### src/design/ffba_pkg.sv
// shared types and constants for the first-fit block allocator
package ffba_pkg;

  localparam int unsigned DATA_W = 16;
  localparam logic [DATA_W-1:0] HEAP_RESET = 16'd20480;

  typedef enum logic [1:0] {
    OP_ALLOC = 2'd0,
    OP_FREE  = 2'd1,
    OP_ZERO  = 2'd2
  } op_t;

  typedef enum logic [2:0] {
    ST_OK         = 3'd0,
    ST_NO_FIT     = 3'd1,
    ST_TABLE_FULL = 3'd2,
    ST_NOT_FOUND  = 3'd3,
    ST_ZERO_SIZE  = 3'd4
  } status_t;

  typedef enum logic [2:0] {
    S_INIT  = 3'd0,
    S_IDLE  = 3'd1,
    S_SCAN  = 3'd2,
    S_SPLIT = 3'd3,
    S_DONE  = 3'd4
  } state_t;

  typedef struct packed {
    op_t              op;
    logic [DATA_W-1:0] key;
  } job_t;

  typedef struct packed {
    logic              is_free;
    logic [DATA_W-1:0] size;
    logic [DATA_W-1:0] offset;
  } entry_t;

endpackage

### src/design/ffba_front.sv
// request front end: accepts beats, classifies them and queues jobs for the engine
module ffba_front
  import ffba_pkg::*;
(
  input  logic              clk,
  input  logic              rst_n,
  input  logic              in_tvalid,
  output logic              in_tready,
  input  logic [31:0]       in_tdata,   // request_bytes [15:0], free_address [31:16]
  input  logic              in_tuser,   // req_type
  output logic              job_valid,
  output job_t              job,
  input  logic              job_pop
);

  job_t       q_r [2];
  logic       wp_r, wp_nxt;
  logic       rp_r, rp_nxt;
  logic [1:0] cnt_r, cnt_nxt;
  logic       push;
  job_t       cls;

  // classify: zero-size allocates never need the table
  always_comb begin
    if (in_tuser) begin
      cls.op  = OP_FREE;
      cls.key = in_tdata[31:16];
    end else if (in_tdata[15:0] == '0) begin
      cls.op  = OP_ZERO;
      cls.key = in_tdata[15:0];
    end else begin
      cls.op  = OP_ALLOC;
      cls.key = in_tdata[15:0];
    end
  end

  assign in_tready = (cnt_r != 2'd2);
  assign push      = in_tvalid && in_tready;
  assign job_valid = (cnt_r != 2'd0);
  assign job       = q_r[rp_r];

  always_comb begin
    wp_nxt  = push ? ~wp_r : wp_r;
    rp_nxt  = job_pop ? ~rp_r : rp_r;
    cnt_nxt = cnt_r + {1'b0, push} - {1'b0, job_pop};
  end

  always_ff @(posedge clk) begin
    if (!rst_n) begin
      wp_r  <= 1'b0;
      rp_r  <= 1'b0;
      cnt_r <= 2'd0;
    end else begin
      wp_r  <= wp_nxt;
      rp_r  <= rp_nxt;
      cnt_r <= cnt_nxt;
    end
  end

  always_ff @(posedge clk) begin
    if (push) begin
      q_r[wp_r] <= cls;
    end
  end

endmodule

### src/design/ffba_back.sv
// allocation engine: descriptor table memory, in-order scan, update and result register
module ffba_back
  import ffba_pkg::*;
#(
  parameter int unsigned MAX_ENTRIES = 64
) (
  input  logic              clk,
  input  logic              rst_n,
  input  logic              job_valid,
  input  job_t              job,
  output logic              job_pop,
  input  logic              cfg_valid,
  output logic              cfg_ready,
  input  logic [DATA_W-1:0] cfg_data,
  output logic              out_tvalid,
  input  logic              out_tready,
  output logic [DATA_W-1:0] out_tdata,
  output status_t           out_tuser
);

  localparam int unsigned IW = (MAX_ENTRIES > 1) ? $clog2(MAX_ENTRIES) : 1;
  localparam int unsigned CW = $clog2(MAX_ENTRIES + 1);

  entry_t            mem [MAX_ENTRIES];
  entry_t            rd_q_r;
  state_t            state_r, state_nxt;
  op_t               op_r, op_nxt;
  logic [DATA_W-1:0] key_r, key_nxt;
  logic [CW-1:0]     count_r, count_nxt;
  logic [CW-1:0]     idx_r, idx_nxt;
  logic              chk_v_r;
  logic [IW-1:0]     chk_idx_r;
  logic [DATA_W-1:0] res_addr_r, res_addr_nxt;
  status_t           res_st_r, res_st_nxt;
  logic              out_valid_r, out_valid_nxt;
  logic [DATA_W-1:0] out_data_r;
  status_t           out_st_r;

  logic              issue, hit, miss, exact, full, out_free, cfg_take;
  logic              wr_en;
  logic [IW-1:0]     wr_addr;
  entry_t            wr_data;

  assign cfg_ready = (state_r == S_IDLE);
  assign cfg_take  = cfg_valid && cfg_ready;
  assign job_pop   = (state_r == S_IDLE) && job_valid && !cfg_valid;
  assign out_free  = !out_valid_r || out_tready;

  // one table read per cycle; the compare sees the registered read in the next cycle
  assign hit   = (state_r == S_SCAN) && chk_v_r &&
                 ((op_r == OP_ALLOC) ? (rd_q_r.is_free && rd_q_r.size >= key_r)
                                     : (rd_q_r.offset == key_r));
  assign issue = (state_r == S_SCAN) && !hit && (idx_r < count_r);
  assign miss  = (state_r == S_SCAN) && !chk_v_r && (idx_r >= count_r);
  assign exact = (rd_q_r.size == key_r);
  assign full  = (count_r == CW'(MAX_ENTRIES));

  // next state
  always_comb begin
    state_nxt = state_r;
    unique case (state_r)
      S_INIT:  state_nxt = S_IDLE;
      S_IDLE: begin
        if (job_pop) begin
          state_nxt = (job.op == OP_ZERO) ? S_DONE : S_SCAN;
        end
      end
      S_SCAN: begin
        if (hit) begin
          state_nxt = (op_r == OP_ALLOC && !exact && !full) ? S_SPLIT : S_DONE;
        end else if (miss) begin
          state_nxt = S_DONE;
        end
      end
      S_SPLIT: state_nxt = S_DONE;
      S_DONE: begin
        if (out_free) begin
          state_nxt = S_IDLE;
        end
      end
      default: state_nxt = S_INIT;
    endcase
  end

  // datapath and table writes
  always_comb begin
    op_nxt        = op_r;
    key_nxt       = key_r;
    count_nxt     = count_r;
    idx_nxt       = issue ? idx_r + CW'(1) : idx_r;
    res_addr_nxt  = res_addr_r;
    res_st_nxt    = res_st_r;
    out_valid_nxt = out_valid_r && !out_tready;
    wr_en         = 1'b0;
    wr_addr       = chk_idx_r;
    wr_data       = rd_q_r;
    unique case (state_r)
      S_INIT: begin
        wr_en     = 1'b1;
        wr_addr   = '0;
        wr_data   = '{is_free: 1'b1, size: HEAP_RESET, offset: '0};
        count_nxt = CW'(1);
      end
      S_IDLE: begin
        if (cfg_take) begin
          wr_en     = 1'b1;
          wr_addr   = '0;
          wr_data   = '{is_free: 1'b1, size: cfg_data, offset: '0};
          count_nxt = CW'(1);
        end else if (job_pop) begin
          op_nxt       = job.op;
          key_nxt      = job.key;
          idx_nxt      = '0;
          res_addr_nxt = '0;
          res_st_nxt   = ST_ZERO_SIZE;
        end
      end
      S_SCAN: begin
        if (hit) begin
          res_st_nxt = ST_OK;
          if (op_r == OP_FREE) begin
            wr_en           = 1'b1;
            wr_data.is_free = 1'b1;
          end else if (exact || !full) begin
            wr_en           = 1'b1;
            wr_data.is_free = 1'b0;
            wr_data.size    = key_r;
            res_addr_nxt    = rd_q_r.offset;
          end else begin
            res_st_nxt = ST_TABLE_FULL;
          end
        end else if (miss) begin
          res_st_nxt = (op_r == OP_FREE) ? ST_NOT_FOUND : ST_NO_FIT;
        end
      end
      S_SPLIT: begin
        // remainder goes to a new entry at the end of the table
        wr_en     = 1'b1;
        wr_addr   = count_r[IW-1:0];
        wr_data   = '{is_free: 1'b1, size: rd_q_r.size - key_r,
                      offset: rd_q_r.offset + key_r};
        count_nxt = count_r + CW'(1);
      end
      S_DONE: begin
        if (out_free) begin
          out_valid_nxt = 1'b1;
        end
      end
      default: ;
    endcase
  end

  always_ff @(posedge clk) begin
    if (!rst_n) begin
      state_r     <= S_INIT;
      count_r     <= CW'(1);
      chk_v_r     <= 1'b0;
      out_valid_r <= 1'b0;
    end else begin
      state_r     <= state_nxt;
      count_r     <= count_nxt;
      chk_v_r     <= issue;
      out_valid_r <= out_valid_nxt;
    end
  end

  always_ff @(posedge clk) begin
    op_r       <= op_nxt;
    key_r      <= key_nxt;
    idx_r      <= idx_nxt;
    chk_idx_r  <= idx_r[IW-1:0];
    res_addr_r <= res_addr_nxt;
    res_st_r   <= res_st_nxt;
    if (state_r == S_DONE && out_free) begin
      out_data_r <= res_addr_r;
      out_st_r   <= res_st_r;
    end
  end

  always_ff @(posedge clk) begin
    if (issue) begin
      rd_q_r <= mem[idx_r[IW-1:0]];
    end
  end

  always_ff @(posedge clk) begin
    if (wr_en) begin
      mem[wr_addr] <= wr_data;
    end
  end

  assign out_tvalid = out_valid_r;
  assign out_tdata  = out_data_r;
  assign out_tuser  = out_st_r;

endmodule

### src/design/first_fit_block_allocator_top.sv
// first-fit block allocator: request queue in front of a table scan engine
// a request scans the table in order from entry 0 to its hit; a hit that splits a block
// adds an entry at the end, a miss scans every entry and a zero-size request skips the scan.
// throughput: one request at a time; the 2-deep request queue and the result register
// let both sides stall on their own
// reset: synchronous active-low rst_n, then the init state loads the one-block heap
module first_fit_block_allocator_top
  import ffba_pkg::*;
#(
  parameter int unsigned MAX_ENTRIES = 64
) (
  input  logic        clk,
  input  logic        rst_n,
  input  logic        in_tvalid,
  output logic        in_tready,
  input  logic [31:0] in_tdata,    // request_bytes [15:0], free_address [31:16]
  input  logic        in_tuser,    // req_type
  output logic        out_tvalid,
  input  logic        out_tready,
  output logic [15:0] out_tdata,   // granted_address [15:0]
  output logic [2:0]  out_tuser,   // status [2:0]
  input  logic        cfg_valid,
  output logic        cfg_ready,
  input  logic [15:0] cfg_data     // heap_bytes
);

  logic    job_valid;
  job_t    job;
  logic    job_pop;
  status_t st;

  ffba_front u_front (
    .clk       (clk),
    .rst_n     (rst_n),
    .in_tvalid (in_tvalid),
    .in_tready (in_tready),
    .in_tdata  (in_tdata),
    .in_tuser  (in_tuser),
    .job_valid (job_valid),
    .job       (job),
    .job_pop   (job_pop)
  );

  ffba_back #(
    .MAX_ENTRIES (MAX_ENTRIES)
  ) u_back (
    .clk        (clk),
    .rst_n      (rst_n),
    .job_valid  (job_valid),
    .job        (job),
    .job_pop    (job_pop),
    .cfg_valid  (cfg_valid),
    .cfg_ready  (cfg_ready),
    .cfg_data   (cfg_data),
    .out_tvalid (out_tvalid),
    .out_tready (out_tready),
    .out_tdata  (out_tdata),
    .out_tuser  (st)
  );

  assign out_tuser = st;

endmodule
### config.mk
export PLATFORM = sky130hd
export DESIGN_NAME = first_fit_block_allocator_top
export DESIGN_NICKNAME = d
export VERILOG_FILES = /design/src/design/ffba_pkg.sv /design/src/design/ffba_front.sv /design/src/design/ffba_back.sv /design/src/design/first_fit_block_allocator_top.sv
export SDC_FILE = /design/constraint.sdc
export NUM_CORES = 2
export LEC_CHECK = 0
export BUFFER_PORTS_ARGS = -buffer_cell sky130_fd_sc_hd__buf_2
export CAP_MARGIN = 20
export CORE_MARGIN = 8
export CORE_UTILIZATION = 57
export DETAILED_ROUTE_END_ITERATION = 12
export PLACE_DENSITY_LB_ADDON = 0.2
export SYNTH_ARGS = -nofsm -noshare
export SYNTH_HDL_FRONTEND = slang
export SYNTH_HIERARCHICAL = 1
export SYNTH_SLANG_ARGS = --single-unit
### constraint.sdc
create_clock -name clk -period 5.24 [get_ports clk]
set_input_delay 0.262 -clock clk [delete_from_list [all_inputs] [get_ports clk]]
set_output_delay 0.262 -clock clk [all_outputs]
set_load 0.1 [all_outputs]
## Yosys cells after proc, flatten, opt, wreduce, memory -nomap -nowiden

Memory sizes are Yosys's and may differ from the RTL's. A register that Yosys moved wholly into a read port is not among the register bits.
Cells that the tools add are included.

- Muxes and demuxes: 52
- Reductions and logical operators: 36
- Shift-type cells: 0
- Div/mod/pow operators: 0
- Multiply operators: 0
- Eq/ne operators: 18
- $add $sub $neg: 6
- Order comparisons: 3
- Bitwise logic cells: 3

Operators by type and width:

| cell | number |
|---|---|
| $mux W16 | 6 |
| $pmux W17 S4 | 1 |
| $pmux W16 S3 | 1 |
| $mux W18 | 2 |
| $mux W7 | 5 |
| $mux W17 | 2 |
| $mux W3 | 11 |
| $mux W33 | 1 |
| $eq A16 B16 Y1 | 2 |
| $pmux W16 S2 | 1 |
| $pmux W7 S3 | 1 |
| $pmux W6 S3 | 1 |
| $add A16 B16 Y16 | 1 |
| $ge A16 B16 Y1 | 1 |
| $logic_not A16 Y1 | 1 |
| $sub A16 B16 Y16 | 1 |
| $logic_and A1 B1 Y1 | 15 |
| $pmux W3 S5 | 1 |
| $add A7 B1 Y7 const B | 2 |
| $mux W1 | 14 |
| $ne A2 B2 Y1 const B | 6 |
| $eq A7 B7 Y1 const B | 1 |
| $ge A7 B7 Y1 | 1 |
| $logic_not A1 Y1 | 7 |
| other kinds (25) | 33 |

- Logic and storage cells: 135
- Input port bits: 54
- Flip-flop bits (word level): 85
- Output and inout port bits: 22
- Memory bits (read-only): 0
- Memories kept: 2
- Bits in latches: 0
- Memory bits (writable): 2148

Memory list:

| name | depth | width | read ports | clocked after Yosys merged registers in | wr ports | RTL line | text |
|---|---|---|---|---|---|---|---|
| u_back.mem | 64 | 33 | 1 | 1 | 1 | ffba_back.sv:24 | `entry_t mem [MAX_ENTRIES];` |
| u_front.q_r | 2 | 18 | 1 | 1 | 1 | ffba_front.sv:16 | `job_t q_r [2];` |

## Depth between registers and ports, before layout

- Depth in word-level cells: 11
- Depth in mapped cells: 14
- Gate-level depth less buffers: 12

## Cells and area by module

Netlist, hierarchy kept.

By module, submodules not included:

| module | sequential area each (µm²) | instances | area an instance (µm²) | cells each |
|---|---|---|---|---|
| ffba_back | 66593.9 | 1 | 86720.7 | 3714 |
| ffba_front | 1181.1 | 1 | 1813.0 | 108 |

## Worst setup path before layout

OpenSTA, ideal clock, no wires.

- Kind: register -> register
- Start: register, netlist name u_back/rd_q_r[16]
- End: memory u_back/mem[0][25] (netlist name) (data pin)
- Path buffers: 1
- Arrival: 5.037 ns
- Data required time: 4.501 ns
- Slack: -0.536 ns
- Period minus slack after synthesis: 5.776 ns
- Setup time: 0.739 ns
- Cell stages (with the launch flop): 14
- Cell sequence: edfxtp_1 > inv_1 > ha_1 > inv_1 > fa_1 > a21o_1 > a21oi_1 > o21a_1 > nor4_1 > o2111ai_1 > and2_1 > buf_2 > o21ai_1 > a221oi_1

RTL lines:

| item | RTL line |
|---|---|
| end, declared | ffba_back.sv:24 |

==> summary.md <==
| Metric | Value |
|---|---|
| Maximum fanout along the worst path | `64` |
| Core Area | `154000 um2` |
| DR DRC count | `0` |
| # clock sinks | `2267` |
| Die width | `about 410 um` |
| TritonRoute pass-1 iters | `5` |
| Area leader, netlist | `edfxtp_1` |
| Worst flop-to-flop path endpoint | `u_back/mem[44][32]` |
| CTS Root Cell | `clkbuf_16` |
| Final setup fails | `0` |
| Top cells by area, synth | `edfxtp_1, mux4_2, dfxtp_1` |
| Slew @ Worst Pin | `1.14 ns` |
| Slew Limit Fails | `0` |
| RSZ-0062 raised after global routing | `false` |
| DP Wirelength | `121 mm` |
| Pre-CTS WS | `~1.1 ns` |
| Distinct cell type count after synthesis | `69` |
| Hold depth | `4` |
| Run status | `complete, no violations` |
| Fin worst setup slack | `0.980 ns` |
| Initial Utilization | `0.574` |
| Avg Cell Area, Syn | `23.2 um2` |
| Hold EP | `u_back/mem[8][19]` |
| Final nets | `4238` |
| Reg2Reg Depth | `10` |
| Setup Buffers After CTS | `0` |
| Gpl congestion | `0.910` |
| Tmin final | `4.26 ns` |
| GRT Util Overall | `0.251` |
| Fmax | `0.235 GHz` |
| Cell Pwr Density | `504 nW/um2` |
| First-pass GRT wire length | `306 mm` |
| Clk pin slew, worst setup/hold paths | `0.06 ns` |
| Number of synthesized flops with an enable pin | `2237` |
| Cts bufs inserted | `217` |
| Crit start category | `flip-flop` |
| Warnings, synthesis | `6` |
| Async S/R FF share, synth | `0` |
| Cell row count | `144` |
| CTS max path bufs | `3` |
| Die area | `168000 um2` |
| Synthesized area | `just under 90000 um2` |
| Largest net degree at the start of global routing | `between 100 and 150` |
| Setup TNS Final | `0 ns` |
| DRT iter0 DRCs | `5733` |
| WS Path Type | `reg2reg` |
| Initial antenna violation count | `17` |
| Vias | `around 42000` |
| Max cap viols | `0` |
| Clock Skews | `between 0.03 and 0.04 ns` |
| CP required | `between 5 and 6 ns` |
| # hold bufs at CTS | `38` |
| Vias in the first global route | `between 40000 and 50000` |
| Reg2reg setup slack | `0.98 ns` |
| Pleak | `about 31 nW` |
| Via-to-Cell Ratio | `6.62` |
| Cts repair resizes | `0` |
| Min-delay src | `cfg_data[3]` |
| Post-route ant nets | `0` |
| Die height | `410 um` |
| Final period utilization | `0.813` |
| Reg2reg start | `u_back/key_r[0]` |
| P&R area growth vs syn | `13.7%` |
| Overall Power | `approximately 51 mW` |
| Syn Nets | `roughly 3900` |
| Synth Flop Type | `edfxtp_1` |
| Fillers | `9884` |
| Maximum vdd ir drop | `0.000496 V` |
| Routed wire per std cell | `between 30 and 40 um` |
| WL final | `between 200 and 250 mm` |
| Sequential share of the synthesized area | `0.766` |
| Crit. End Element | `flip-flop` |
| Type of the most critical hold path | `in2reg` |
| H-tree lvl count | `4` |
| Post-layout util | `0.653` |
| Synth Instances | `between 3000 and 4000` |
| Final Hold Viols | `0` |
| Clock Latency Late Sink | `0.83 ns` |
| I/O Buffers | `75` |
| FF+latch count, synth | `around 2300` |
| CTS tree | `yes` |
| Crit path DAT | `4.71 ns` |
| Share of layout cells above drive strength 1 | `0.327` |
| I/O pins | `76` |
| Rel. slew slack | `0.241` |
| Total congestion overflow | `0` |
| Top cell type's share of synthesized area | `0.759` |
## layout make-up
type	instances	area (um2)	share of cell area
Antenna cell	4	10.0	0.0000994
Clock buffer	269	5710	0.0567
Clock inverter	138	1260	0.0125
Inverter	39	146	0.00145
Multi-Input combinational cell	1330	20600	0.205
Sequential cell	2267	67800	0.673
Tap cell	2044	2560	0.0254
Timing Repair Buffer	285	2560	0.0254
## sequential cells by signal (all words and copies together), names as in the netlist, named ones only
name,cells
u_back/mem,2112
u_front/q_r,36
u_back/rd_q_r,33
u_back/key_r,16
u_back/out_tdata,16
u_back/res_addr_r,16
u_back/count_r,7
u_back/idx_r,7
u_back/chk_idx_r,6
u_back/out_tuser,3
u_back/res_st_r,3
u_back/state_r,3
u_back/op_r,2
u_front/cnt_r,2
u_back/chk_v_r,1
u_back/out_tvalid,1
u_front/rp_r,1
u_front/wp_r,1
## layout by cell type, fill, tap and decap left out, types with 7 or more instances in the layout
| cell type | synthesis | routed |
|---|---|---|
| and3_1 | 22 | 22 |
| clkinv_2 | 0 | 46 |
| ha_1 | 42 | 42 |
| nor2_1 | 104 | 43 |
| clkinvlp_4 | 0 | 12 |
| o21a_1 | 9 | 9 |
| nand4_1 | 11 | 11 |
| a21o_1 | 10 | 10 |
| inv_6 | 0 | 7 |
| buf_4 | 2 | 131 |
| dfxtp_1 | 30 | 24 |
| buf_2 | 57 | 75 |
| clkbuf_16 | 0 | 221 |
| o21ai_1 | 27 | 16 |
| nor2_4 | 0 | 61 |
| bufinv_16 | 0 | 18 |
| o21ai_4 | 0 | 16 |
| edfxtp_1 | 2237 | 2237 |
| a22oi_1 | 8 | 8 |
| dlygate4sd3_1 | 0 | 38 |
| nand2_1 | 82 | 81 |
| inv_1 | 39 | 39 |
| nor4_1 | 10 | 9 |
| nor2b_1 | 10 | 10 |
| clkbuf_1 | 110 | 48 |
| mux2_2 | 39 | 39 |
| a211oi_1 | 7 | 7 |
| xor2_1 | 14 | 14 |
| and2_1 | 10 | 9 |
| a21oi_1 | 42 | 42 |
| or2_2 | 8 | 8 |
| nand3_1 | 16 | 15 |
| clkinv_1 | 0 | 48 |
| mux4_2 | 693 | 693 |
| o21ai_0 | 29 | 20 |
| nor3_1 | 17 | 14 |
| xnor2_1 | 18 | 18 |
| mux2i_1 | 10 | 10 |
| buf_12 | 0 | 41 |
## metal layers
metal	wire [um]	GRT usage	share of wire
met3	22200	0.0647	0.11
met4	4630	0.0594	0.022
met1	84200	0.364	0.40
met2	99700	0.392	0.47
met5	13	0	0.000062
## through the flow
stage / std cells / hold WS, ns / area, um2
2_1_floorplan: 3822 / 0.351 / 88500
3_3_place_gp: 5926 / 0.408 / 93300
3_5_place_dp: 5926 / 0.405 / 93300
4_1_cts: 6371 / 0.259 / 101000
5_1_grt: 6374 / 0.186 / 101000
6_report: 6376 / 0.205 / 101000
## critical path, cell delays in order (launching register included)
cell       delay (ns)
edfxtp_1         0.44
ha_1             0.21
inv_1            0.06
fa_1             0.40
a21o_1           0.18
a21oi_1          0.32
o21a_1           0.23
nor4_1           0.09
o2111ai_1        0.28
and2_1           0.61
and2_2           1.04
## worst max path at each step
| stage | startpoint | end | slack (ns) | cells past startpoint |
|---|---|---|---|---|
| 2_1_floorplan | u_back/key_r[0] | u_back/mem[11][0] | 0.24 | 11 |
| 6_report | u_back/key_r[0] | u_back/mem[44][32] | 0.98 | 10 |
| 3_3_place_gp | u_back/rd_q_r[16] | u_back/mem[44][29] | 1.17 | 13 |
| 4_1_cts | u_back/key_r[13] | u_back/mem[52][19] | 1.08 | 11 |
| 5_1_grt | u_back/rd_q_r[16] | u_back/mem[40][29] | 0.71 | 13 |
| 3_5_place_dp | u_back/key_r[15] | u_back/mem[32][19] | 1.10 | 11 |
## synth_stat cells (8+ instances only)
| cell | number |
|---|---|
| o21ai_1 | 27 |
| nor2b_1 | 10 |
| a21o_1 | 10 |
| edfxtp_1 | 2237 |
| clkbuf_1 | 110 |
| nand2_1 | 82 |
| nand3_1 | 16 |
| xnor2_1 | 18 |
| nand4_1 | 11 |
| nor4_1 | 10 |
| mux2_2 | 39 |
| a21oi_1 | 42 |
| dfxtp_1 | 30 |
| xor2_1 | 14 |
| o21a_1 | 9 |
| and2_1 | 10 |
| mux4_2 | 693 |
| o21ai_0 | 29 |
| mux2i_1 | 10 |
| a22oi_1 | 8 |
| or2_2 | 8 |
| ha_1 | 42 |
| and3_1 | 22 |
| buf_1 | 12 |
| nor3_1 | 17 |
| nor2_1 | 104 |
| buf_2 | 57 |
| inv_1 | 39 |
## power by group
part / internal [mW] / switching (mW) / total (mW)
logic: 5.29 / 7.66 / 12.9
clock network: 8.63 / 6.60 / 15.2
registers: 22.2 / 0.413 / 22.6
total: 36.1 / 14.7 / 50.7
## cells by family (layout without fill, tap and decap cells)
| family | after synthesis | after routing | share of synthesized area |
|---|---|---|---|
| AO/OA/AOI/OAI | 203 | 203 | 0.0152 |
| XOR/XNOR | 32 | 32 | 0.00317 |
| adder cells (fa/ha/maj) | 44 | 44 | 0.00639 |
| buffers and inverters | 225 | 731 | 0.0109 |
| flip-flops | 2267 | 2267 | 0.766 |
| multiplexers | 742 | 742 | 0.182 |
| other | 0 | 4 | 0 |
| AND/OR/NAND/NOR | 309 | 309 | 0.0165 |
Note: power is estimated with default switching activity, not from simulation.
